--- src/mwrle_pkg.sv ---
// Shared types and constants of the multi-width run-length decoder.
`default_nettype none
package mwrle_pkg;

	localparam int PIX_W     = 24;
	localparam int REG_IDX_W = 2;

	localparam logic [7:0] LEAD_BASE = 8'hC0;

	localparam logic [1:0] MODE_COPY = 2'd0;
	localparam logic [1:0] MODE_RLE1 = 2'd1;
	localparam logic [1:0] MODE_RLE2 = 2'd2;
	localparam logic [1:0] MODE_RLE3 = 2'd3;

	localparam logic [REG_IDX_W-1:0] REG_MODE   = 2'd0;
	localparam logic [REG_IDX_W-1:0] REG_LENGTH = 2'd1;
	localparam logic [REG_IDX_W-1:0] REG_LIMIT  = 2'd2;

	localparam logic [2:0] PH_LEAD  = 3'd0;
	localparam logic [2:0] PH_PIX0  = 3'd1;
	localparam logic [2:0] PH_PIX1  = 3'd2;
	localparam logic [2:0] PH_PIX2  = 3'd3;
	localparam logic [2:0] PH_LIT   = 3'd4;

	typedef struct packed {
		logic accept;
		logic run_chk;
		logic emit;
	} dp_cmd_t;

	typedef struct packed {
		logic out_free;
		logic run_go;
		logic emit_final;
	} dp_sts_t;

endpackage
`default_nettype wire

--- src/mwrle_if.sv ---
// Channel interfaces of the decoder: compressed bytes, results, register writes.
`default_nettype none
interface mwrle_in_if;
	logic       valid;
	logic       ready;
	logic [7:0] in_byte;

	modport source (output valid, output in_byte, input ready);
	modport sink (input valid, input in_byte, output ready);
endinterface

interface mwrle_out_if #(parameter int SIZE_BITS = 24);
	logic                 valid;
	logic                 ready;
	logic [23:0]          pixel_data;
	logic [1:0]           byte_count;
	logic                 run_last;
	logic                 frame_done;
	logic [SIZE_BITS-1:0] out_count;

	modport source (output valid, output pixel_data, output byte_count, output run_last,
		output frame_done, output out_count, input ready);
	modport sink (input valid, input pixel_data, input byte_count, input run_last,
		input frame_done, input out_count, output ready);
endinterface

interface mwrle_cfg_if #(parameter int SIZE_BITS = 24);
	logic                 valid;
	logic                 ready;
	logic [1:0]           reg_index;
	logic [SIZE_BITS-1:0] wr_data;

	modport source (output valid, output reg_index, output wr_data, input ready);
	modport sink (input valid, input reg_index, input wr_data, output ready);
endinterface
`default_nettype wire

--- src/mwrle_datapath.sv ---
// Datapath: registers, frame position counters, byte decode and result register.
`default_nettype none
module mwrle_datapath #(
	parameter int SIZE_BITS = 24
) (
	input  wire logic             clk,
	input  wire logic             arst_n,
	input  wire logic [7:0]       in_byte,
	mwrle_cfg_if.sink             cfg,
	mwrle_out_if.source           res,
	input  mwrle_pkg::dp_cmd_t    cmd,
	output mwrle_pkg::dp_sts_t    sts
);
	import mwrle_pkg::*;

	localparam int W = SIZE_BITS + 2;

	function automatic logic [W-1:0] ext(input logic [SIZE_BITS-1:0] v);
		return {2'b00, v};
	endfunction

	function automatic logic loop_ok(input logic [1:0] m, input logic [W-1:0] i,
		input logic [W-1:0] o, input logic [W-1:0] len, input logic [W-1:0] lim);
		logic ok;
		case (m)
			MODE_RLE2: ok = (i + W'(1) < len) && (o + W'(1) < lim);
			MODE_RLE3: ok = (i < len) && (o + W'(2) < lim);
			default:   ok = (i < len) && (o < lim);
		endcase
		return ok;
	endfunction

	logic [1:0]           mode_q;
	logic [SIZE_BITS-1:0] len_q;
	logic [SIZE_BITS-1:0] lim_q;
	logic [SIZE_BITS-1:0] in_q;
	logic [SIZE_BITS-1:0] out_q;
	logic [2:0]           phase_q;
	logic [5:0]           pend_q;
	logic [15:0]          held_q;
	logic                 stop_q;
	logic [PIX_W-1:0]     rpix_q;
	logic [5:0]           rcnt_q;
	logic [W-1:0]         fin_q;
	logic                 run_done_q;

	logic                 ovalid_q;
	logic [PIX_W-1:0]     odata_q;
	logic [1:0]           ocnt_q;
	logic                 olast_q;
	logic                 odone_q;
	logic [SIZE_BITS-1:0] oout_q;

	logic                 cfg_we;
	logic                 frame_clr;
	logic [1:0]           bpp;
	logic [W-1:0]         lenx;
	logic [W-1:0]         limx;
	logic [W-1:0]         in1;
	logic [W-1:0]         out1;
	logic [W-1:0]         bppx;
	logic [2:0]           phase_eff;
	logic [1:0]           idx;
	logic [7:0]           lead_off;
	logic [7:0]           run_bytes;

	logic [SIZE_BITS-1:0] n_in;
	logic [SIZE_BITS-1:0] n_out;
	logic [2:0]           n_phase;
	logic [5:0]           n_pend;
	logic [15:0]          n_held;
	logic                 n_stop;
	logic                 lit;
	logic [5:0]           pend_lit;
	logic                 e_load;
	logic                 e_done;
	logic                 e_run;
	logic [PIX_W-1:0]     run_pix;

	logic                 fits;
	logic                 last;

	assign cfg.ready = 1'b1;
	assign cfg_we    = cfg.valid && cfg.ready;
	assign frame_clr = cfg_we && (cfg.reg_index == REG_MODE || cfg.reg_index == REG_LENGTH ||
		cfg.reg_index == REG_LIMIT);

	assign bpp       = (mode_q == MODE_COPY) ? 2'd1 : mode_q;
	assign lenx      = ext(len_q);
	assign limx      = ext(lim_q);
	assign in1       = ext(in_q) + W'(1);
	assign out1      = ext(out_q) + W'(1);
	assign bppx      = {{(W-2){1'b0}}, bpp};
	assign phase_eff = (phase_q > PH_LIT) ? PH_LEAD : phase_q;
	assign idx       = phase_eff[1:0] - 2'd1;
	assign lead_off  = in_byte - LEAD_BASE;
	assign run_bytes = {2'b00, pend_q} * {6'b000000, bpp};

	always_comb begin
		n_in     = in_q;
		n_out    = out_q;
		n_phase  = phase_q;
		n_pend   = pend_q;
		n_held   = held_q;
		n_stop   = stop_q;
		lit      = 1'b0;
		pend_lit = 6'd0;
		e_load   = 1'b0;
		e_done   = 1'b0;
		e_run    = 1'b0;
		case (idx)
			2'd0:    run_pix = {8'h00, held_q} | {16'h0000, in_byte};
			2'd1:    run_pix = {8'h00, held_q} | {8'h00, in_byte, 8'h00};
			default: run_pix = {in_byte, held_q};
		endcase
		if (!stop_q) begin
			case (phase_eff)
				PH_LEAD: begin
					if (!loop_ok(mode_q, ext(in_q), ext(out_q), lenx, limx)) begin
						n_stop = 1'b1;
					end else begin
						n_in = in1[SIZE_BITS-1:0];
						if (mode_q == MODE_COPY) begin
							e_load  = 1'b1;
							n_out   = out1[SIZE_BITS-1:0];
							n_phase = PH_LEAD;
							n_pend  = 6'd0;
							e_done  = !loop_ok(mode_q, in1, out1, lenx, limx);
							n_stop  = e_done;
						end else if (in_byte > LEAD_BASE &&
							in1 + {{(W-2){1'b0}}, bpp - 2'd1} < lenx) begin
							n_pend  = lead_off[5:0];
							n_held  = 16'h0000;
							n_phase = PH_PIX0;
						end else begin
							e_load   = 1'b1;
							n_out    = out1[SIZE_BITS-1:0];
							pend_lit = {4'b0000, bpp - 2'd1};
							lit      = 1'b1;
						end
					end
				end
				PH_PIX0, PH_PIX1, PH_PIX2: begin
					n_in = in1[SIZE_BITS-1:0];
					if ({1'b0, idx} + 3'd1 < {1'b0, bpp}) begin
						if (idx == 2'd0) begin
							n_held = {held_q[15:8], held_q[7:0] | in_byte};
						end else begin
							n_held = {held_q[15:8] | in_byte, held_q[7:0]};
						end
						n_phase = phase_eff + 3'd1;
					end else begin
						e_run   = 1'b1;
						n_phase = PH_LEAD;
						n_pend  = 6'd0;
					end
				end
				PH_LIT: begin
					n_in     = in1[SIZE_BITS-1:0];
					e_load   = 1'b1;
					n_out    = out1[SIZE_BITS-1:0];
					pend_lit = (pend_q == 6'd0) ? 6'd0 : pend_q - 6'd1;
					lit      = 1'b1;
				end
				default: begin
					n_stop = stop_q;
				end
			endcase
			if (lit) begin
				if (pend_lit != 6'd0 && in1 < lenx && out1 < limx) begin
					n_phase = PH_LIT;
					n_pend  = pend_lit;
				end else begin
					n_phase = PH_LEAD;
					n_pend  = 6'd0;
					e_done  = !loop_ok(mode_q, in1, out1, lenx, limx);
					n_stop  = e_done;
				end
			end
		end
	end

	assign fits = (rcnt_q != 6'd0) && (ext(out_q) + bppx <= limx);
	assign last = (rcnt_q == 6'd1) || (ext(out_q) + bppx + bppx > limx);

	assign sts.out_free   = !ovalid_q || res.ready;
	assign sts.run_go     = e_run;
	assign sts.emit_final = !fits || last;

	always_ff @(posedge clk or negedge arst_n) begin
		if (!arst_n) begin
			mode_q     <= MODE_COPY;
			len_q      <= '0;
			lim_q      <= '0;
			in_q       <= '0;
			out_q      <= '0;
			phase_q    <= PH_LEAD;
			pend_q     <= '0;
			held_q     <= '0;
			stop_q     <= 1'b0;
			rcnt_q     <= '0;
			run_done_q <= 1'b0;
		end else if (frame_clr) begin
			case (cfg.reg_index)
				REG_MODE:   mode_q <= cfg.wr_data[1:0];
				REG_LENGTH: len_q  <= cfg.wr_data;
				REG_LIMIT:  lim_q  <= cfg.wr_data;
				default:    mode_q <= mode_q;
			endcase
			in_q       <= '0;
			out_q      <= '0;
			phase_q    <= PH_LEAD;
			pend_q     <= '0;
			held_q     <= '0;
			stop_q     <= 1'b0;
			rcnt_q     <= '0;
			run_done_q <= 1'b0;
		end else begin
			if (cmd.accept) begin
				in_q    <= n_in;
				out_q   <= n_out;
				phase_q <= n_phase;
				pend_q  <= n_pend;
				held_q  <= n_held;
				stop_q  <= n_stop;
				if (e_run) begin
					rcnt_q <= pend_q;
				end
			end
			if (cmd.run_chk) begin
				run_done_q <= (fin_q > limx) || !loop_ok(mode_q, ext(in_q), fin_q, lenx, limx);
			end
			if (cmd.emit) begin
				if (fits) begin
					out_q  <= out_q + {{(SIZE_BITS-2){1'b0}}, bpp};
					rcnt_q <= rcnt_q - 6'd1;
				end
				if (!fits || last) begin
					stop_q <= run_done_q;
				end
			end
		end
	end

	always_ff @(posedge clk) begin
		if (cmd.accept && e_run) begin
			rpix_q <= run_pix;
			fin_q  <= ext(out_q) + {{(W-8){1'b0}}, run_bytes};
		end
	end

	always_ff @(posedge clk or negedge arst_n) begin
		if (!arst_n) begin
			ovalid_q <= 1'b0;
		end else if ((cmd.accept && e_load) || (cmd.emit && fits)) begin
			ovalid_q <= 1'b1;
		end else if (res.ready) begin
			ovalid_q <= 1'b0;
		end
	end

	always_ff @(posedge clk) begin
		if (cmd.accept && e_load) begin
			odata_q <= {16'h0000, in_byte};
			ocnt_q  <= 2'd1;
			olast_q <= 1'b1;
			odone_q <= e_done;
			oout_q  <= n_out;
		end else if (cmd.emit && fits) begin
			odata_q <= rpix_q;
			ocnt_q  <= bpp;
			olast_q <= last;
			odone_q <= run_done_q;
			oout_q  <= out_q + {{(SIZE_BITS-2){1'b0}}, bpp};
		end
	end

	assign res.valid      = ovalid_q;
	assign res.pixel_data = odata_q;
	assign res.byte_count = ocnt_q;
	assign res.run_last   = olast_q;
	assign res.frame_done = odone_q;
	assign res.out_count  = oout_q;

	a_phase_range: assert property (@(posedge clk) disable iff (!arst_n)
		phase_q <= PH_LIT)
		else $error("group phase out of range");

	a_stop_sticky: assert property (@(posedge clk) disable iff (!arst_n)
		(stop_q && !frame_clr) |=> stop_q)
		else $error("decoder left stopped state without a new frame");

	a_result_nonempty: assert property (@(posedge clk) disable iff (!arst_n)
		ovalid_q |-> ocnt_q != 2'd0)
		else $error("result with no valid bytes");

endmodule
`default_nettype wire

--- src/mwrle_ctrl.sv ---
// Controller: sequences byte intake, run check and pixel emission.
`default_nettype none
module mwrle_ctrl (
	input  wire logic          clk,
	input  wire logic          arst_n,
	input  wire logic          in_valid,
	output logic               in_ready,
	input  mwrle_pkg::dp_sts_t sts,
	output mwrle_pkg::dp_cmd_t cmd
);
	import mwrle_pkg::*;

	localparam logic [1:0] ST_IDLE = 2'd0;
	localparam logic [1:0] ST_RCHK = 2'd1;
	localparam logic [1:0] ST_EMIT = 2'd2;

	logic [1:0] state_q;
	logic [1:0] state_d;

	assign in_ready    = (state_q == ST_IDLE) && sts.out_free;
	assign cmd.accept  = in_valid && in_ready;
	assign cmd.run_chk = (state_q == ST_RCHK);
	assign cmd.emit    = (state_q == ST_EMIT) && sts.out_free;

	always_comb begin
		case (state_q)
			ST_IDLE: state_d = (cmd.accept && sts.run_go) ? ST_RCHK : ST_IDLE;
			ST_RCHK: state_d = ST_EMIT;
			ST_EMIT: state_d = (cmd.emit && sts.emit_final) ? ST_IDLE : ST_EMIT;
			default: state_d = ST_IDLE;
		endcase
	end

	always_ff @(posedge clk or negedge arst_n) begin
		if (!arst_n) begin
			state_q <= ST_IDLE;
		end else begin
			state_q <= state_d;
		end
	end

	a_rchk_to_emit: assert property (@(posedge clk) disable iff (!arst_n)
		(state_q == ST_RCHK) |=> (state_q == ST_EMIT))
		else $error("run check not followed by emission");

	a_intake_idle: assert property (@(posedge clk) disable iff (!arst_n)
		cmd.accept |-> !cmd.emit && !cmd.run_chk)
		else $error("byte taken while a run is in progress");

	a_run_entry: assert property (@(posedge clk) disable iff (!arst_n)
		(cmd.accept && sts.run_go) |=> (state_q == ST_RCHK))
		else $error("run start missed");

endmodule
`default_nettype wire

--- src/multi_width_rle_decoder.sv ---
// Top level of the multi-width run-length decoder.
// A literal or copy byte shows its result in the cycle after acceptance; throughput
//   is one byte per cycle for literals, copy bytes, run leads and pixel bytes while
//   the output register is free. Runs: after the last pixel byte, a run check state,
//   then an emit state sending one pixel per cycle from the shared output register
//   while it is free; intake waits until the run is out. Reset: mode copy, length and
//   limit zero, frame state cleared; a mode, length or limit write starts a new frame.
`default_nettype none
module multi_width_rle_decoder #(
	parameter int SIZE_BITS = 24
) (
	input  wire logic clk,
	input  wire logic arst_n,
	mwrle_in_if.sink   comp,
	mwrle_out_if.source pix,
	mwrle_cfg_if.sink  cfg
);
	import mwrle_pkg::*;

	dp_cmd_t cmd;
	dp_sts_t sts;

	mwrle_ctrl u_ctrl (
		.clk      (clk),
		.arst_n   (arst_n),
		.in_valid (comp.valid),
		.in_ready (comp.ready),
		.sts      (sts),
		.cmd      (cmd)
	);

	mwrle_datapath #(
		.SIZE_BITS (SIZE_BITS)
	) u_datapath (
		.clk     (clk),
		.arst_n  (arst_n),
		.in_byte (comp.in_byte),
		.cfg     (cfg),
		.res     (pix),
		.cmd     (cmd),
		.sts     (sts)
	);

endmodule
`default_nettype wire

--- src/flat_wrapper.sv ---
// flat-port wrapper written by rule: the top's interface ports become plain ports
module multi_width_rle_decoder_flat import mwrle_pkg::*;
#(
	parameter int SIZE_BITS = 24
)
  (clk, arst_n, comp_valid, comp_in_byte, comp_ready, pix_valid, pix_pixel_data, pix_byte_count, pix_run_last, pix_frame_done, pix_out_count, pix_ready, cfg_valid, cfg_reg_index, cfg_wr_data, cfg_ready);
  mwrle_in_if comp_i ();
  mwrle_out_if #(.SIZE_BITS(SIZE_BITS)) pix_i ();
  mwrle_cfg_if #(.SIZE_BITS(SIZE_BITS)) cfg_i ();
  input  wire logic clk;
  input  wire logic arst_n;
  input wire logic [$bits(comp_i.valid)-1:0] comp_valid;
  input wire logic [$bits(comp_i.in_byte)-1:0] comp_in_byte;
  output wire logic [$bits(comp_i.ready)-1:0] comp_ready;
  output wire logic [$bits(pix_i.valid)-1:0] pix_valid;
  output wire logic [$bits(pix_i.pixel_data)-1:0] pix_pixel_data;
  output wire logic [$bits(pix_i.byte_count)-1:0] pix_byte_count;
  output wire logic [$bits(pix_i.run_last)-1:0] pix_run_last;
  output wire logic [$bits(pix_i.frame_done)-1:0] pix_frame_done;
  output wire logic [$bits(pix_i.out_count)-1:0] pix_out_count;
  input wire logic [$bits(pix_i.ready)-1:0] pix_ready;
  input wire logic [$bits(cfg_i.valid)-1:0] cfg_valid;
  input wire logic [$bits(cfg_i.reg_index)-1:0] cfg_reg_index;
  input wire logic [$bits(cfg_i.wr_data)-1:0] cfg_wr_data;
  output wire logic [$bits(cfg_i.ready)-1:0] cfg_ready;
  assign comp_i.valid = comp_valid;
  assign comp_i.in_byte = comp_in_byte;
  assign comp_ready = comp_i.ready;
  assign pix_valid = pix_i.valid;
  assign pix_pixel_data = pix_i.pixel_data;
  assign pix_byte_count = pix_i.byte_count;
  assign pix_run_last = pix_i.run_last;
  assign pix_frame_done = pix_i.frame_done;
  assign pix_out_count = pix_i.out_count;
  assign pix_i.ready = pix_ready;
  assign cfg_i.valid = cfg_valid;
  assign cfg_i.reg_index = cfg_reg_index;
  assign cfg_i.wr_data = cfg_wr_data;
  assign cfg_ready = cfg_i.ready;
  multi_width_rle_decoder #(.SIZE_BITS(SIZE_BITS)) u_core (.clk(clk), .arst_n(arst_n), .comp(comp_i), .pix(pix_i), .cfg(cfg_i));
endmodule
--- config.mk ---
export PLATFORM = sky130hd
export DESIGN_NAME = multi_width_rle_decoder_flat
export DESIGN_NICKNAME = d
export VERILOG_FILES = /design/src/mwrle_pkg.sv /design/src/mwrle_if.sv /design/src/mwrle_datapath.sv /design/src/mwrle_ctrl.sv /design/src/multi_width_rle_decoder.sv /design/src/flat_wrapper.sv
export SDC_FILE = /design/constraint.sdc
export NUM_CORES = 1
export LEC_CHECK = 0
export BUFFER_PORTS_ARGS = -buffer_cell sky130_fd_sc_hd__clkbuf_2
export CORE_ASPECT_RATIO = 0.6
export CORE_MARGIN = 2
export CORE_UTILIZATION = 50
export DETAILED_ROUTE_END_ITERATION = 8
export PLACE_DENSITY = 0.68
export SYNTH_ARGS = -nofsm -noshare
export SYNTH_HDL_FRONTEND = slang
export SYNTH_SLANG_ARGS = --single-unit
--- constraint.sdc ---
create_clock -name clk -period 9.5 [get_ports clk]
set_clock_uncertainty 0.2 [all_clocks]
set_input_delay 1.9 -clock clk [delete_from_list [all_inputs] [get_ports clk]]
set_output_delay 1.9 -clock clk [all_outputs]
set_load 0.01 [all_outputs]
Yosys cells after proc, flatten, opt, wreduce, memory -nomap -nowiden
Index checks and enable logic that the tools add are counted.
{ "word_totals": {"register_bits": 236, "output_inout_bits": 55, "inputBits": 39} }
{ "classes": {"n_mux": 111, "order_cmp": 18, "n_eq_ne": 22, "add_sub_neg": 20, "bitwise_logic": 4, "mul": 1, "reduce_logical": 57} }
{ "op_table": {"columns": ["op", "count"], "rows": [
  ["24-bit 2-to-1 mux", 14],
  ["26-bit by 24-bit < comparator with 1-bit output", 7],
  ["24-bit one-hot mux with 2 select lines", 3],
  ["16-bit 2-to-1 mux", 8],
  ["6-bit 2-to-1 mux", 16],
  ["25-bit by 24-bit < comparator with 1-bit output", 3],
  ["26-bit by 1-bit adder with 26-bit output (second input constant)", 2],
  ["26-bit by 24-bit greater-than comparator with 1-bit output", 2],
  ["24-bit by 1-bit adder with 25-bit output (second input constant)", 2],
  ["24-bit < comparator", 2],
  ["1-bit 2-to-1 mux", 43],
  ["16-bit one-hot mux with 2 select lines", 1],
  ["3-bit 2-to-1 mux", 10],
  ["25-bit by 1-bit adder with 26-bit output (second input constant)", 1],
  ["25-bit by 2-bit adder with 26-bit output", 1],
  ["25-bit by 2-bit adder with 26-bit output (second input constant)", 1],
  ["26-bit by 2-bit adder with 26-bit output", 1],
  ["26-bit by 2-bit adder with 26-bit output (second input constant)", 1],
  ["26-bit by 24-bit <= comparator with 1-bit output", 1],
  ["24-bit by 2-bit adder with 25-bit output", 1],
  ["24-bit by 2-bit adder with 25-bit output (second input constant)", 1],
  ["24-bit by 8-bit adder with 25-bit output", 1],
  ["24-bit by 2-bit adder with 24-bit output", 1],
  ["6-bit one-hot mux with 2 select lines", 2],
  ["43 further kinds", 108]
]} }

Longest topological paths before layout
Gate-level depths: netlist (run 1).
{ "logic_depth": {"depth_word": 25, "ltp_mapped": 29, "ltp_nobuf": 27} }

Modules after synthesis
Synthesis (run 1) repeated with hierarchy kept, for this count alone.
{ "hier_totals": {"cells_unflattened": 2741, "area_unflattened_um2": 23593.9} }
{ "by_module_without_submodules": {"columns": ["mod", "seq_area_each_um2", "cells_each", "instances", "area_each_um2"], "rows": [
  ["mwrle_datapath", 6145.9, 2730, 1, 23487.5],
  ["mwrle_ctrl", 50.0, 11, 1, 106.4]
]} }

Worst setup path after synthesis (run 1)
Ideal clock, no wire load.
{ "synth_timing": {"path_kind": "input to register", "startpoint": "input port pix_ready", "endpoint": "register u_core.u_datapath.rcnt_q[0]", "n_path_buf": 0, "t_arrival_ps": 5944, "cell_stages": 9, "setup_slack_ps": 3224, "cell_sequence": "nor2b_1 nor3_1 nand2_1 nor2_1 nand2_1 nor2_1 nor2_1 a221oi_1 nor2_1"} }
{ "synth_via": {"elab_chain_cells": 7, "word_cells_on_any_way": 8} }
{ "synth_lines": {"columns": ["element", "line", "rtl"], "rows": [
  ["from (decl)", "flat_wrapper.sv:21", "input wire logic [$bits(pix_i.ready)-1:0] pix_ready;"],
  ["1-bit logical OR (*)", "mwrle_datapath.sv:186", "assign sts.out_free = !ovalid_q || res.ready;"],
  ["1-bit logical AND (*)", "mwrle_ctrl.sv:20", "assign in_ready = (state_q == ST_IDLE) && sts.out_free;"],
  ["via comp_ready", "flat_wrapper.sv:14", "output wire logic [$bits(comp_i.ready)-1:0] comp_ready;"],
  ["1-bit logical AND (*)", "mwrle_ctrl.sv:21", "assign cmd.accept = in_valid && in_ready;"],
  ["6-bit 2-to-1 mux (*)", "mwrle_datapath.sv:219", "if (cmd.accept) begin"],
  ["6-bit 2-to-1 mux", "mwrle_datapath.sv:234", "if (fits) begin"],
  ["6-bit 2-to-1 mux (*)", "mwrle_datapath.sv:233", "if (cmd.emit) begin"],
  ["6-bit 2-to-1 mux (*)", "mwrle_datapath.sv:203", "end else if (frame_clr) begin"],
  ["to (signal assigned)", "mwrle_datapath.sv:227", "rcnt_q <= pend_q;"],
  ["to (signal assigned)", "mwrle_datapath.sv:236", "rcnt_q <= rcnt_q - 6'd1;"],
  ["to (decl)", "mwrle_datapath.sv:43", "logic [5:0] rcnt_q;"]
]} }
Mark *: on every way through the listed nets, which the timed path passes. The rest lies on a longest branch.
A chain may end at the register's enable or synchronous reset.

Worst setup path in the final report (run 1)
{ "layout_timing": {"startpoint": "register u_core.u_datapath.mode_q[1]", "endpoint": "register u_core.u_datapath.rcnt_q[0]"} }
{ "layout_via": {"elab_chain_cells": 11, "word_cells_on_any_way": 14} }
{ "layout_lines": {"columns": ["element", "line", "rtl"], "rows": [
  ["from (decl)", "mwrle_datapath.sv:33", "logic [1:0] mode_q;"],
  ["from (signal assigned)", "mwrle_datapath.sv:205", "REG_MODE: mode_q <= cfg.wr_data[1:0];"],
  ["from (signal assigned)", "mwrle_datapath.sv:208", "default: mode_q <= mode_q;"],
  ["2-bit zero test (*)", "mwrle_datapath.sv:88", "assign bpp = (mode_q == MODE_COPY) ? 2'd1 : mode_q;"],
  ["2-bit 2-to-1 mux (*)", "mwrle_datapath.sv:88", null],
  ["via u_core.u_datapath.bpp[0]", "mwrle_datapath.sv:56", "logic [1:0] bpp;"],
  ["parallel branches: the longest is 7 deep, another holds 26-bit by 24-bit <= comparator with 1-bit output", null, null],
  ["6-bit 2-to-1 mux (*)", "mwrle_datapath.sv:233", null],
  ["6-bit 2-to-1 mux (*)", "mwrle_datapath.sv:203", null]
]} }
Mark *: on every way through the listed nets, which the timed path passes.

==> results of run 1 <==
## flip-flops by register name, summed over array words and instances, names as in the netlist, 3 cells and up
register / count
u_core.u_datapath.fin_q: 25
u_core.u_datapath.rcnt_q: 6
u_core.u_datapath.rpix_q: 24
u_core.u_datapath.in_q: 24
u_core.u_datapath.res.pixel_data: 24
u_core.u_datapath.pend_q: 6
u_core.u_datapath.phase_q: 3
u_core.u_datapath.out_q: 24
u_core.u_datapath.held_q: 16
u_core.u_datapath.res.out_count: 24
u_core.u_datapath.lim_q: 24
u_core.u_datapath.len_q: 24
## cell usage after synthesis, types with 16 or more instances
cell type | number | area, um^2
sky130_fd_sc_hd__a211oi_1 | 37 | 277.8
sky130_fd_sc_hd__a21o_1 | 35 | 262.8
sky130_fd_sc_hd__a21oi_1 | 196 | 980.9
sky130_fd_sc_hd__a221oi_1 | 22 | 192.7
sky130_fd_sc_hd__and2_1 | 24 | 150.1
sky130_fd_sc_hd__and3_1 | 24 | 150.1
sky130_fd_sc_hd__buf_2 | 20 | 100.1
sky130_fd_sc_hd__clkbuf_1 | 65 | 244.0
sky130_fd_sc_hd__dfrtp_1 | 134 | 3353
sky130_fd_sc_hd__dfxtp_1 | 19 | 380.4
sky130_fd_sc_hd__edfxtp_1 | 82 | 2462
sky130_fd_sc_hd__ha_1 | 363 | 4542
sky130_fd_sc_hd__inv_1 | 154 | 578.1
sky130_fd_sc_hd__mux2_2 | 59 | 664.4
sky130_fd_sc_hd__nand2_1 | 257 | 964.7
sky130_fd_sc_hd__nand2b_1 | 23 | 143.9
sky130_fd_sc_hd__nand3_1 | 73 | 365.4
sky130_fd_sc_hd__nand4_1 | 69 | 431.7
sky130_fd_sc_hd__nor2_1 | 222 | 833.3
sky130_fd_sc_hd__nor2b_1 | 35 | 219.0
sky130_fd_sc_hd__nor3_1 | 58 | 290.3
sky130_fd_sc_hd__nor4_1 | 33 | 206.5
sky130_fd_sc_hd__o211ai_1 | 16 | 120.1
sky130_fd_sc_hd__o21ai_0 | 92 | 460.4
sky130_fd_sc_hd__xnor2_1 | 196 | 1717
sky130_fd_sc_hd__xor2_1 | 70 | 613.1
## per-stage QoR
step                      power, mW  hold WS (ns)
after floorplan               3.641        0.2713
after global placement        4.600        0.2472
after detailed placement      4.686        0.2493
after CTS                     5.782        0.2577
after global routing          6.241        0.2876
final                         5.853        0.2571
## how the worst max path moves through the flow
stage / end / startpoint / cells past startpoint
2_1_floorplan: u_core.u_datapath.rcnt_q[0] / pix_ready / 9
3_3_place_gp: u_core.u_datapath.stop_q / u_core.u_datapath.mode_q[1] / 23
3_5_place_dp: u_core.u_datapath.stop_q / u_core.u_datapath.mode_q[1] / 23
4_1_cts: u_core.u_datapath.stop_q / u_core.u_datapath.mode_q[1] / 23
5_1_grt: u_core.u_datapath.stop_q / u_core.u_datapath.mode_q[1] / 23
6_report: u_core.u_datapath.rcnt_q[0] / u_core.u_datapath.mode_q[1] / 20
## logic make-up (layout without fill, tap and decap cells)
group	count (synthesis)	count (layout)	share of synthesized area, %
AOI/OAI and AO/OA	544	544	15.35
xor gates and xnor gates	266	266	10.18
adders and majority gates	372	372	20.64
buffers and inverters	257	345	4.442
DFF	235	235	27.09
muxes	67	67	3.255
other	1	3	0.01639
and+or+nand+nor	891	891	19.02
## final cells by class
type,instances,area [um^2]
inverters,158,593.1
multi-input cells,2141,15690
clock buffers,34,743.2
repair buffers,139,819.5
well taps,589,737.0
fillers,4205,20030
flip-flops and latches,235,6196
clock inverters,14,155.1
diodes,2,5.005
## report_power, final
part           internal (mW)  switching, mW
logic                   1.15           1.97
clock network          0.592          0.486
registers               1.36          0.294
total                   3.10           2.75
## tightest hold or removal path, cell delays in order (launching register included)
cell	delay, ns
sky130_fd_sc_hd__dfxtp_1	0.31
sky130_fd_sc_hd__nand2_1	0.05
sky130_fd_sc_hd__a21oi_1	0.05
## layer usage
layer  wire [um]  vias up  part of all wire, %
met1       39870    10100                   48
met4        1534        2                  1.9
met5           8        -               0.0097
li1            -     9658                    -
met3       10160      110                   12
met2       30890     1077                   37
==> summary by stage, run 1 <==
Final layout
After routing the design area is 24930 um^2. The most frequent standard cell in the layout excluding fill and tap cells is sky130_fd_sc_hd__ha_1. Excluding fillers, the count of instances in the completed layout stands at 3312. Cells fill 55.45% of the core in the end.

In the layout the commonest cells are 363 x sky130_fd_sc_hd__ha_1, 257 x sky130_fd_sc_hd__nand2_1, 221 x sky130_fd_sc_hd__nor2_1, 196 x sky130_fd_sc_hd__xnor2_1, 196 x sky130_fd_sc_hd__a21oi_1. Relative to the synthesized area, the layout overhead comes to 9.003%. Cells with a size suffix above 1 make up 10.22% of the layout. At the end of the flow, the number of nets in the layout was 3112.

Detailed routing
The average wire per standard cell is 24.90 um. The number of nets with antenna violations after detailed routing is 0. The via count normalized by instance count is 6.324. For this run, the detailed router's first-pass iteration total came to 8. The remaining design rule violation count is 0. The total wire length after detailed routing is 82460 um. The violation count after the first detailed-route iteration is 2676. The total via count after detailed routing is 20940.

Floorplanning
Row generation in the floorplan step produced 60 rows. After floorplanning, the core was sized to cover 44970 um^2. The overall die area is 47530 um^2. 94 I/O pins were placed. The effective utilization at floorplan is 50.87%. The die outline height is 169.7 um. The die is 280.1 um wide.

Global route
The global-route wire length before repair is 124600 um. The number of global-route vias before repair came to 19480. The most used routing layer in global routing is met1. Entering global routing, the biggest net connects 86 pins. The leftover overflow at the end of global routing is 0. The initial antenna violation count was 2. Global routing used 54.55% of the available met1 tracks. For this run, global-route usage on met3 was measured as 9.678%. For this run, global-route usage on met2 was measured as 46.02%.

The global-route usage over all layers is 34.56%.

Setup path
The critical path data arrival time is 8.22 ns. The startpoint class of the critical path is a flip-flop. The type of the setup path with the least slack is flip-flop to flip-flop. The library cell contributing the largest single delay on the critical path is sky130_fd_sc_hd__o41ai_1. The highest fanout seen on the critical path is 37. The number of buffers and inverters on the critical path is 3. In this run the critical register-to-register path is launched from u_core.u_datapath.mode_q[1].

Counting stages on the worst path, the most repeated cell is sky130_fd_sc_hd__nor2_1. The destination of the worst register-to-register timing path is u_core.u_datapath.rcnt_q[0]. STA puts the critical path data required time at 9.73 ns. The maximum single-stage delay on the critical path is 0.97 ns. The setup check on the worst reg-to-reg path leaves a slack of 1.51 ns.

The worst setup path is captured at a flip-flop. The largest delay contributor family on the critical path is simple AND/OR/NAND/NOR gates. The cell depth of the worst flop-to-flop path is 20. Traced cell by cell, the critical path runs through inv_1 -> nor2_1 -> clkinv_1 -> ha_1 -> a21oi_1 -> nor3_1 -> nand2_1 -> xor2_1 -> inv_1 -> ha_1 -> and4_1 -> nand3_1 -> nor3_1 -> o31a_1 -> o41ai_1 -> and3_1 -> and2_2 -> nor2_1 -> a221oi_1 -> nor2_1.

Hold path
The worst hold path begins at u_core.u_datapath.res.pixel_data[11]. The worst hold path passes through 2 cells. The end point of the most critical hold path is u_core.u_datapath.res.pixel_data[11].

The min-delay analysis places its worst path in the category flip-flop to flip-flop.

Synth
The area of the mapped netlist is 22870 um^2. The cell count after synthesis came out at 2633. The mean cell area of the mapped netlist is 8.688 um^2. The count of yosys warnings during synthesis is 0. After synthesis the netlist holds a flip-flop and latch count of 235. The prevailing post-synth register cell is sky130_fd_sc_hd__dfrtp_1. The number of flops mapped to enable cells by yosys is 82.

The number of distinct standard cells referenced by the synthesized netlist is 93. When the netlist entered floorplanning its net count stood at 3044. The share of flip-flops with an asynchronous set or reset is 57.02%. The sequential fraction of the synthesis area is 27.09%.

CTS
The clock edge transition at the registers on the reported setup and hold paths is 0.07 ns. TritonCTS built the clock tree. In this run the number of H-tree levels came out at 1. The clock latency on the worst-skew pair is 0.60 ns. The buffer count from post-CTS setup fixing is 0.

The number of buffers inserted during clock tree synthesis is 26. The tree built by TritonCTS fans out to 235 sinks. After clock tree synthesis, the flow added hold-fix buffers numbering 0.

In this run, post-CTS repair resized a total of 0 instances. The tree is rooted in a sky130_fd_sc_hd__clkbuf_16. The maximum root-to-sink buffer count is 3.

STA
Setup repair after global routing left no endpoint under its margin. In the final timing run, aggregate negative setup slack is 0 ns. Setup violations remaining at the end of the flow were counted as 0. The number of endpoints with negative hold slack in the final report is 0.

The worst path uses 84.09% of the clock period. The upper clock frequency limit is 125.2 MHz. The relative slew slack is -0.5427%. The setup slack after layout is 1.512 ns.

The shortest period the worst path allows is 7.988 ns. The number of slew-limit violations in the final report was 1. The actual transition at the worst max-transition pin is 1.494 ns.

Place
The setup slack after placement is 1.706 ns. The cell area reported after detailed placement is 24030 um^2. At the end of routability-driven placement, the weighted congestion stood at 1.057. The half-perimeter wire length after detailed placement is 64220 um. The count of placed standard cells including taps is 3262.

During placement, the flow inserted port buffers numbering 92.

Run status
The flow ran to the end, but the final reports show violations. The final reports fail on max-capacitance violations, max-slew violations.

Power and ir drop
Across the VDD grid, the largest voltage drop is 0.1750 mV. The cell leakage power is 11.28 nW. The power density over the cells is 234.7 nW/um^2.

Flow run
The tool flagged a number of max-cap violations equal to 1.
No activity file was read; power rests on OpenSTA's default activity.
==> run 2: changes to the inputs <==
--- a/config.mk
+++ b/config.mk
@@ -10,7 +10,7 @@
 export CORE_MARGIN = 2
 export CORE_UTILIZATION = 50
 export DETAILED_ROUTE_END_ITERATION = 8
-export PLACE_DENSITY = 0.68
+export PLACE_DENSITY = 0.7
 export SYNTH_ARGS = -nofsm -noshare
 export SYNTH_HDL_FRONTEND = slang
 export SYNTH_SLANG_ARGS = --single-unit
==> constraint.sdc (replaced) <==
create_clock -name clk -period 7.04 [get_ports clk]
set_clock_uncertainty 0.2 [all_clocks]
set_input_delay 1.408 -clock clk [delete_from_list [all_inputs] [get_ports clk]]
set_output_delay 1.408 -clock clk [all_outputs]
set_load 0.01 [all_outputs]
==> summary by stage, run 2 (synthesis results as in run 1) <==
STA
The upper clock frequency limit is 149.1 MHz (+19%). The ratio of final minimum period to clock period is 95.28% (+11 points). The setup total negative slack is 0 ns (unchanged).

The shortest period the worst path allows is 6.708 ns (-1.281 ns). The relative slew slack was -10.58% (-10 points). The total of endpoints with negative setup slack in the final report was 0 (unchanged). The actual transition at the worst max-transition pin is 1.646 ns (+0.1516 ns).

The number of endpoints with negative hold slack in the final report is 0 (unchanged). The number of slew-limit violations in the final report came to 9 (+8). Setup repair after global routing left no endpoint under its margin.

CTS
In this run the clock root is driven by a sky130_fd_sc_hd__clkbuf_16. The level count of the clock H-tree is 1 (unchanged). The TritonCTS clock tree is yes. The number of buffers inserted by hold repair at cts was 0 (unchanged). The maximum root-to-sink buffer count was 3 (unchanged).

The clock latency on the worst-skew pair is 0.58 ns (-0.02 ns). The number of buffers inserted during clock tree synthesis is 27 (+3.8%). The number of sinks on the clock net is 235 (unchanged). The clock edge transition at the registers on the reported setup and hold paths came to 0.07 ns (about the same).

Detailed routing
The total via count after detailed routing is 21520 (+2.8%). The via count normalized by instance count is 6.386 (+0.98%). The violation count after the first detailed-route iteration is 2758 (+3.1%). The number of iterations in the first detailed-routing pass is 6 (-2).

The remaining design rule violation count came to 0 (unchanged). The number of nets with antenna violations after detailed routing came to 0 (unchanged). The total wire length after detailed routing came to 83630 um (+1.4%). The average wire per standard cell was 24.82 um (-0.32%).

Setup path
The endpoint class of the critical path is a flip-flop. The required time reported for the critical path endpoint is 7.32 ns (-2.41 ns). The worst setup path is launched from a flip-flop. The critical path data arrival time is 6.99 ns (-1.23 ns). The critical path is of the flip-flop to flip-flop type.

The register-to-register setup slack came to 0.33 ns (-1.18 ns). The highest fanout seen on the critical path is 20 (-46%).

Global route
The global-route wire length before repair is 125800 um (+0.97%). The leftover overflow at the end of global routing was 0 (unchanged). The largest net degree at the start of global routing is 87 (+1.2%).

The number of global-route vias before repair is 20380 (+4.6%). The global-route usage over all layers is 34.57% (about the same). The initial antenna violation count was 4 (+2).

Floorplanning
The number of standard-cell rows in the floorplan is 60 (unchanged). The effective utilization at floorplan was 50.87% (unchanged). The die outline width is 280.1 um (unchanged).

The die outline height is 169.7 um (unchanged). The overall die area is 47530 um^2 (unchanged). The number of top-level pins is 94 (unchanged).

The core footprint came to 44970 um^2 (unchanged).

Final layout
The post-route non-filler standard cell count was 3370 (+1.8%). The largest register by flop count is u_core.u_datapath.fin_q. The library cells used most frequently in the layout, excluding fill and tap cells, are 363 x sky130_fd_sc_hd__ha_1, 257 x sky130_fd_sc_hd__nand2_1, 220 x sky130_fd_sc_hd__nor2_1, 196 x sky130_fd_sc_hd__xnor2_1, 196 x sky130_fd_sc_hd__a21oi_1. The fill cell total of the finished layout came to 4078 (-3.0%). The most frequent standard cell in the layout excluding fill and tap cells is sky130_fd_sc_hd__ha_1. The number of flip-flops in the largest register came to 25 (unchanged). From synthesis to final layout, the design area changed by 11.42%. The net count of the finished layout was 3168 (+1.8%). The fraction of final layout cells sized beyond drive strength 1 was 12.31% (+2.1 points).

Flow run
The count of maximum capacitance violations is 1 (unchanged).

Hold path
The worst min-delay path category is flip-flop to flip-flop.

Place
The number of buffer cells added on primary ports is 92 (unchanged). The global placement routability congestion is 1.026 (-2.9%). The half-perimeter wire length after detailed placement came to 64640 um (+0.64%). The count of placed standard cells including taps came to 3308 (+1.4%).

Power and ir drop
The peak ir drop on the vdd network is 0.2090 mV (+19%). The cell leakage power came to 11.61 nW (+2.9%). The power density over the cells is 317.0 nW/um^2 (+35%).

Run status
The flow ran to the end, but the final reports show violations. The checks that failed: max-capacitance violations, max-slew violations.
## run 2: repair_timing
action                     CTS  global route
gates resized for setup      0             8
hold endpoints to repair     0             0
setup endpoints to repair    0            93
buffers inserted             0             8
## run 2: final cells by class
type / count / area, um^2 / share of cell area (%)
repair buffers: 193 / 1262 / 4.954
flip-flops and latches: 235 / 6196 / 24.31
multi-input cells: 2142 / 15740 / 61.76
well taps: 589 / 737.0 / 2.892
clock inverters: 15 / 150.1 / 0.5891
clock buffers: 35 / 799.5 / 3.137
diodes: 3 / 7.507 / 0.02946
inverters: 158 / 593.1 / 2.327
## run 2: worst max-delay path, cell delays in order, from the launching register on
cell,delay (ns)
sky130_fd_sc_hd__dfrtp_1,0.71
sky130_fd_sc_hd__nand3_1,0.40
sky130_fd_sc_hd__nor3_1,0.81
sky130_fd_sc_hd__nand2_1,0.16
sky130_fd_sc_hd__xnor2_1,0.29
sky130_fd_sc_hd__ha_1,0.30
sky130_fd_sc_hd__a21oi_1,0.16
sky130_fd_sc_hd__nor2b_1,0.06
sky130_fd_sc_hd__o21ai_0,0.45
sky130_fd_sc_hd__nand2_1,0.21
sky130_fd_sc_hd__o31ai_2,0.65
sky130_fd_sc_hd__o2111ai_1,0.34
sky130_fd_sc_hd__a22oi_2,0.54
sky130_fd_sc_hd__nand2b_1,0.26
sky130_fd_sc_hd__and2_2,0.36
sky130_fd_sc_hd__buf_4,0.31
sky130_fd_sc_hd__a221oi_1,0.13
sky130_fd_sc_hd__a211oi_1,0.24
## run 2: routing by layer
| layer | GRT usage [%] | vias to the layer above | routed length (um) |
|---|---|---|---|
| met3 | 10.59 | 135 | 10990 |
| met4 | 7.487 | 2 | 2007 |
| li1 | - | 9781 | - |
| met1 | 52.61 | 10380 | 38610 |
| met2 | 47.07 | 1219 | 32010 |
| met5 | 0 | - | 10 |
## run 2: path summary, 6_finish.rpt
kind	startpoint	endpoint	cells past startpoint
setup / recovery	u_core.u_datapath.out_q[3]	u_core.u_datapath.out_q[3]	17
hold / removal	u_core.u_datapath.res.pixel_data[10]	u_core.u_datapath.res.pixel_data[10]	2
setup reg to reg	u_core.u_datapath.out_q[3]	u_core.u_datapath.out_q[3]	17
hold reg to reg	u_core.u_datapath.res.pixel_data[10]	u_core.u_datapath.res.pixel_data[10]	2
max in group asynchronous	arst_n	u_core.u_datapath.out_q[20]	2
min in group asynchronous	arst_n	u_core.u_datapath.len_q[4]	1
## run 2: per-stage QoR
step	cell area (um^2)	util [%]	power (mW)	hold WS [ns]	setup slack [ns]
2_1_floorplan	22870	-	4.914	0.2713	0.9526
3_3_place_gp	24410	54.29	6.231	0.2447	0.4690
3_5_place_dp	24410	54.29	6.373	0.2516	0.1943
4_1_cts	25360	56.40	7.909	0.2607	0.1714
5_1_grt	25480	56.66	8.577	0.2797	0.05296
6_report	25490	56.68	8.080	0.2600	0.3323
## run 2: power by group
| part | switching, mW | internal (mW) |
|---|---|---|
| Combinational | 2.71 | 1.63 |
| Clock | 0.660 | 0.854 |
| Sequential | 0.393 | 1.84 |
==> run 3: changes to the inputs <==
--- a/config.mk
+++ b/config.mk
@@ -10,7 +10,8 @@
 export CORE_MARGIN = 2
 export CORE_UTILIZATION = 50
 export DETAILED_ROUTE_END_ITERATION = 8
-export PLACE_DENSITY = 0.7
+export GPL_TIMING_DRIVEN = 0
+export PLACE_DENSITY = 0.69
 export SYNTH_ARGS = -nofsm -noshare
 export SYNTH_HDL_FRONTEND = slang
 export SYNTH_SLANG_ARGS = --single-unit
==> summary by stage, run 3 (synthesis results as in run 1) <==
Run status
The flow ran to the end, and the final reports show no timing, DRC or antenna violations.

Floorplanning
The number of standard-cell rows in the floorplan was 60 (unchanged). The die outline width is 280.1 um (unchanged). The effective utilization at floorplan was 50.87% (unchanged). The number of top-level pins is 94 (unchanged). The core footprint came to 44970 um^2 (unchanged). The overall die area is 47530 um^2 (unchanged). The die outline height was 169.7 um (unchanged).

STA
The total of endpoints with negative setup slack in the final report is 0 (unchanged). The setup slack after layout is 0.1083 ns (-0.2240 ns). The number of slew-limit violations in the final report is 0 (-9). The number of endpoints with negative hold slack in the final report was 0 (unchanged). The shortest period the worst path allows is 6.932 ns (+0.2240 ns). The ratio of final minimum period to clock period came to 98.46% (+3.2 points). The relative slew slack is 12.46% (+23 points).

The setup total negative slack is 0 ns (unchanged). The upper clock frequency limit came to 144.3 MHz (-3.2%). The actual transition at the worst max-transition pin was 1.310 ns (-0.3357 ns).

Detailed routing
The average wire per standard cell is 24.23 um (-2.4%). The remaining design rule violation count was 0 (unchanged). The number of nets with antenna violations after detailed routing is 0 (unchanged). The total via count after detailed routing was 21780 (+1.2%).

The violation count after the first detailed-route iteration is 2683 (-2.7%). The via count normalized by instance count is 6.450 (+1.0%). The total wire length after detailed routing is 81820 um (-2.2%).

The number of iterations in the first detailed-routing pass came to 8 (+2).

Final layout
The most frequent standard cell in the layout excluding fill and tap cells is sky130_fd_sc_hd__ha_1. The fraction of the core area covered by cells at the end of the flow is 56.72% (about the same). The area added between synthesis and finish is 11.50% (about the same). The number of flip-flops in the largest register is 25 (unchanged).

The net count of the finished layout is 3178 (+0.32%). The fill cell total of the finished layout is 4007 (-1.7%). In the layout the commonest cells are 363 x sky130_fd_sc_hd__ha_1, 256 x sky130_fd_sc_hd__nand2_1, 218 x sky130_fd_sc_hd__nor2_1, 195 x sky130_fd_sc_hd__a21oi_1, 190 x sky130_fd_sc_hd__xnor2_1. The post-route cell area is 25510 um^2 (about the same). Counting flops per register, the top entry is u_core.u_datapath.fin_q. The area occupied by registers is 6197 um^2 (about the same). The fraction of final layout cells sized beyond drive strength 1 was 11.59% (-0.72 points). The total area of multi-input combinational cells is 16030 um^2 (+1.8%).

Setup path
The highest fanout seen on the critical path is 8 (-60%). The most repeated library cell on the critical path is sky130_fd_sc_hd__nand3_1. The type of the setup path with the least slack is flip-flop to flip-flop. Tracing the worst setup path back leads to its startpoint at u_core.u_datapath.out_q[1].

The cell depth of the worst flop-to-flop path was 18 (+1). The worst register-to-register path begins at u_core.u_datapath.out_q[1]. In this run the worst setup path terminates at u_core.u_datapath.res.frame_done. The register-to-register setup slack was 0.11 ns (-0.22 ns). The required time reported for the critical path endpoint is 7.23 ns (-0.09 ns). The number of buffer and inverter stages on the critical path is 0 (-1).

The library cell contributing the largest single delay on the critical path is sky130_fd_sc_hd__nor3b_1. The maximum single-stage delay on the critical path is 1.08 ns (+0.27 ns). The destination of the worst register-to-register timing path is u_core.u_datapath.res.frame_done. STA classifies the critical path startpoint as a flip-flop. The cell count along the critical path is 18 (+1). The endpoint class of the critical path is a flip-flop. The critical path goes through ha_1 -> and3_1 -> xnor2_1 -> nor3b_1 -> nand3_1 -> nor2_1 -> nand3_1 -> o21ai_0 -> xor2_1 -> ha_1 -> nand3_1 -> or4_1 -> a21oi_1 -> o31ai_1 -> a21oi_1 -> o311a_1 -> nand2_1 -> o21ai_1. The largest delay contributor family on the critical path is simple AND/OR/NAND/NOR gates. The critical path data arrival time is 7.12 ns (+0.13 ns).

Flow run
The count of maximum capacitance violations was 0 (-1).

Global route
The number of global-route vias before repair came to 20400 (+0.11%). The leftover overflow at the end of global routing came to 0 (unchanged). The initial antenna violation count is 3 (-1). The global-route wire length before repair is 123600 um (-1.8%). The global-route usage over all layers is 33.97% (-0.60 points). The largest net degree at the start of global routing is 75 (-14%).

Place
The cell area reported after detailed placement came to 24140 um^2 (-1.1%). The half-perimeter wire length after detailed placement is 64150 um (-0.75%). The setup slack after placement is -2.086 ns (-2.281 ns). The number of buffer cells added on primary ports is 92 (unchanged). The global placement routability congestion is 1.033 (+0.65%).

Power and ir drop
The power density over the cells is 314.1 nW/um^2 (-0.93%). The post-route total power came to 8.011 mW (-0.85%). The peak ir drop on the vdd network is 0.2128 mV (+1.8%). The cell leakage power is 11.60 nW (about the same).

CTS
The clock latency on the worst-skew pair came to 0.60 ns (+0.02 ns). The number of sinks on the clock net is 235 (unchanged). The clock edge transition at the registers on the reported setup and hold paths is 0.07 ns (about the same). The number of buffers inserted during clock tree synthesis is 27 (unchanged).

CTS placed an instance of sky130_fd_sc_hd__clkbuf_16 at the clock tree root. The level count of the clock H-tree was 1 (unchanged). The maximum root-to-sink buffer count is 3 (unchanged). The number of buffers inserted by hold repair at cts is 0 (unchanged).

The TritonCTS clock tree is yes.

Hold path
The worst hold path belongs to the class flip-flop to flip-flop.
-- run 3: cell types whose count changed in the layout (fill, tap and decap cells not counted), sizes merged --
| cell | before | now |
|---|---|---|
| bufinv | 1 | 2 |
| inv | 160 | 157 |
| diode | 3 | 1 |
| clkinvlp | 1 | 5 |
| clkbuf | 126 | 190 |
| o21ai | 100 | 99 |
| clkinv | 11 | 9 |
| buf | 102 | 48 |
-- run 3: timing repair --
action	CTS	global route
endpoints found under the hold margin	0	0
setup endpoints to repair	167	145
setup buffers	3	11
pin swaps	1	8
resized for setup	36	53
-- run 3: area by class of cell --
cell class	count	area share, %
inverter	158	2.345
tap	589	2.889
antenna	1	0.009811
clock inverter	15	0.6328
sequential	235	24.30
clock buffer	34	2.835
multi-input combinational	2141	62.84
timing repair buffer	108	2.438
buffer	96	1.717
-- run 3: stage by stage --
stage / hold slack [ns] / cells
4_1_cts: 0.2605 / 3367
3_5_place_dp: 0.2515 / 3316
3_3_place_gp: 0.2488 / 3314
6_report: 0.2583 / 3377
2_1_floorplan: 0.2713 / 2633
5_1_grt: 0.2832 / 3376
-- run 3: power breakdown --
part / switching [mW] / total, mW / internal, mW
clock network: 0.660 / 1.47 / 0.811
registers: 0.276 / 2.11 / 1.84
logic: 2.85 / 4.43 / 1.58
total: 3.79 / 8.01 / 4.23
-- run 3: how the worst min path moves through the flow --
stage	cells after the start	startpoint	slack, ns	endpoint
5_1_grt	2	u_core.u_datapath.res.pixel_data[9]	0.28	u_core.u_datapath.res.pixel_data[9]
2_1_floorplan	2	u_core.u_datapath.rpix_q[10]	0.27	u_core.u_datapath.res.pixel_data[10]
4_1_cts	2	u_core.u_datapath.res.pixel_data[12]	0.26	u_core.u_datapath.res.pixel_data[12]
3_3_place_gp	2	u_core.u_datapath.res.pixel_data[20]	0.25	u_core.u_datapath.res.pixel_data[20]
6_report	2	u_core.u_datapath.res.pixel_data[9]	0.26	u_core.u_datapath.res.pixel_data[9]
3_5_place_dp	2	u_core.u_datapath.res.pixel_data[12]	0.25	u_core.u_datapath.res.pixel_data[12]
-- run 3: metal layers --
layer  vias to the layer above  wire length [um]  track usage, %
met5                         -                13               0
met4                         2              1969           8.347
met3                       153             12670           13.20
met2                      1376             30830           44.88
met1                     10450             36340           50.68
li1                       9803                 -               -
-- run 3: worst min-delay path, cell delays in order, from the launching register on --
cell and delay [ns]:
sky130_fd_sc_hd__dfxtp_1 0.31, sky130_fd_sc_hd__nand2_1 0.05, sky130_fd_sc_hd__a21oi_1 0.05
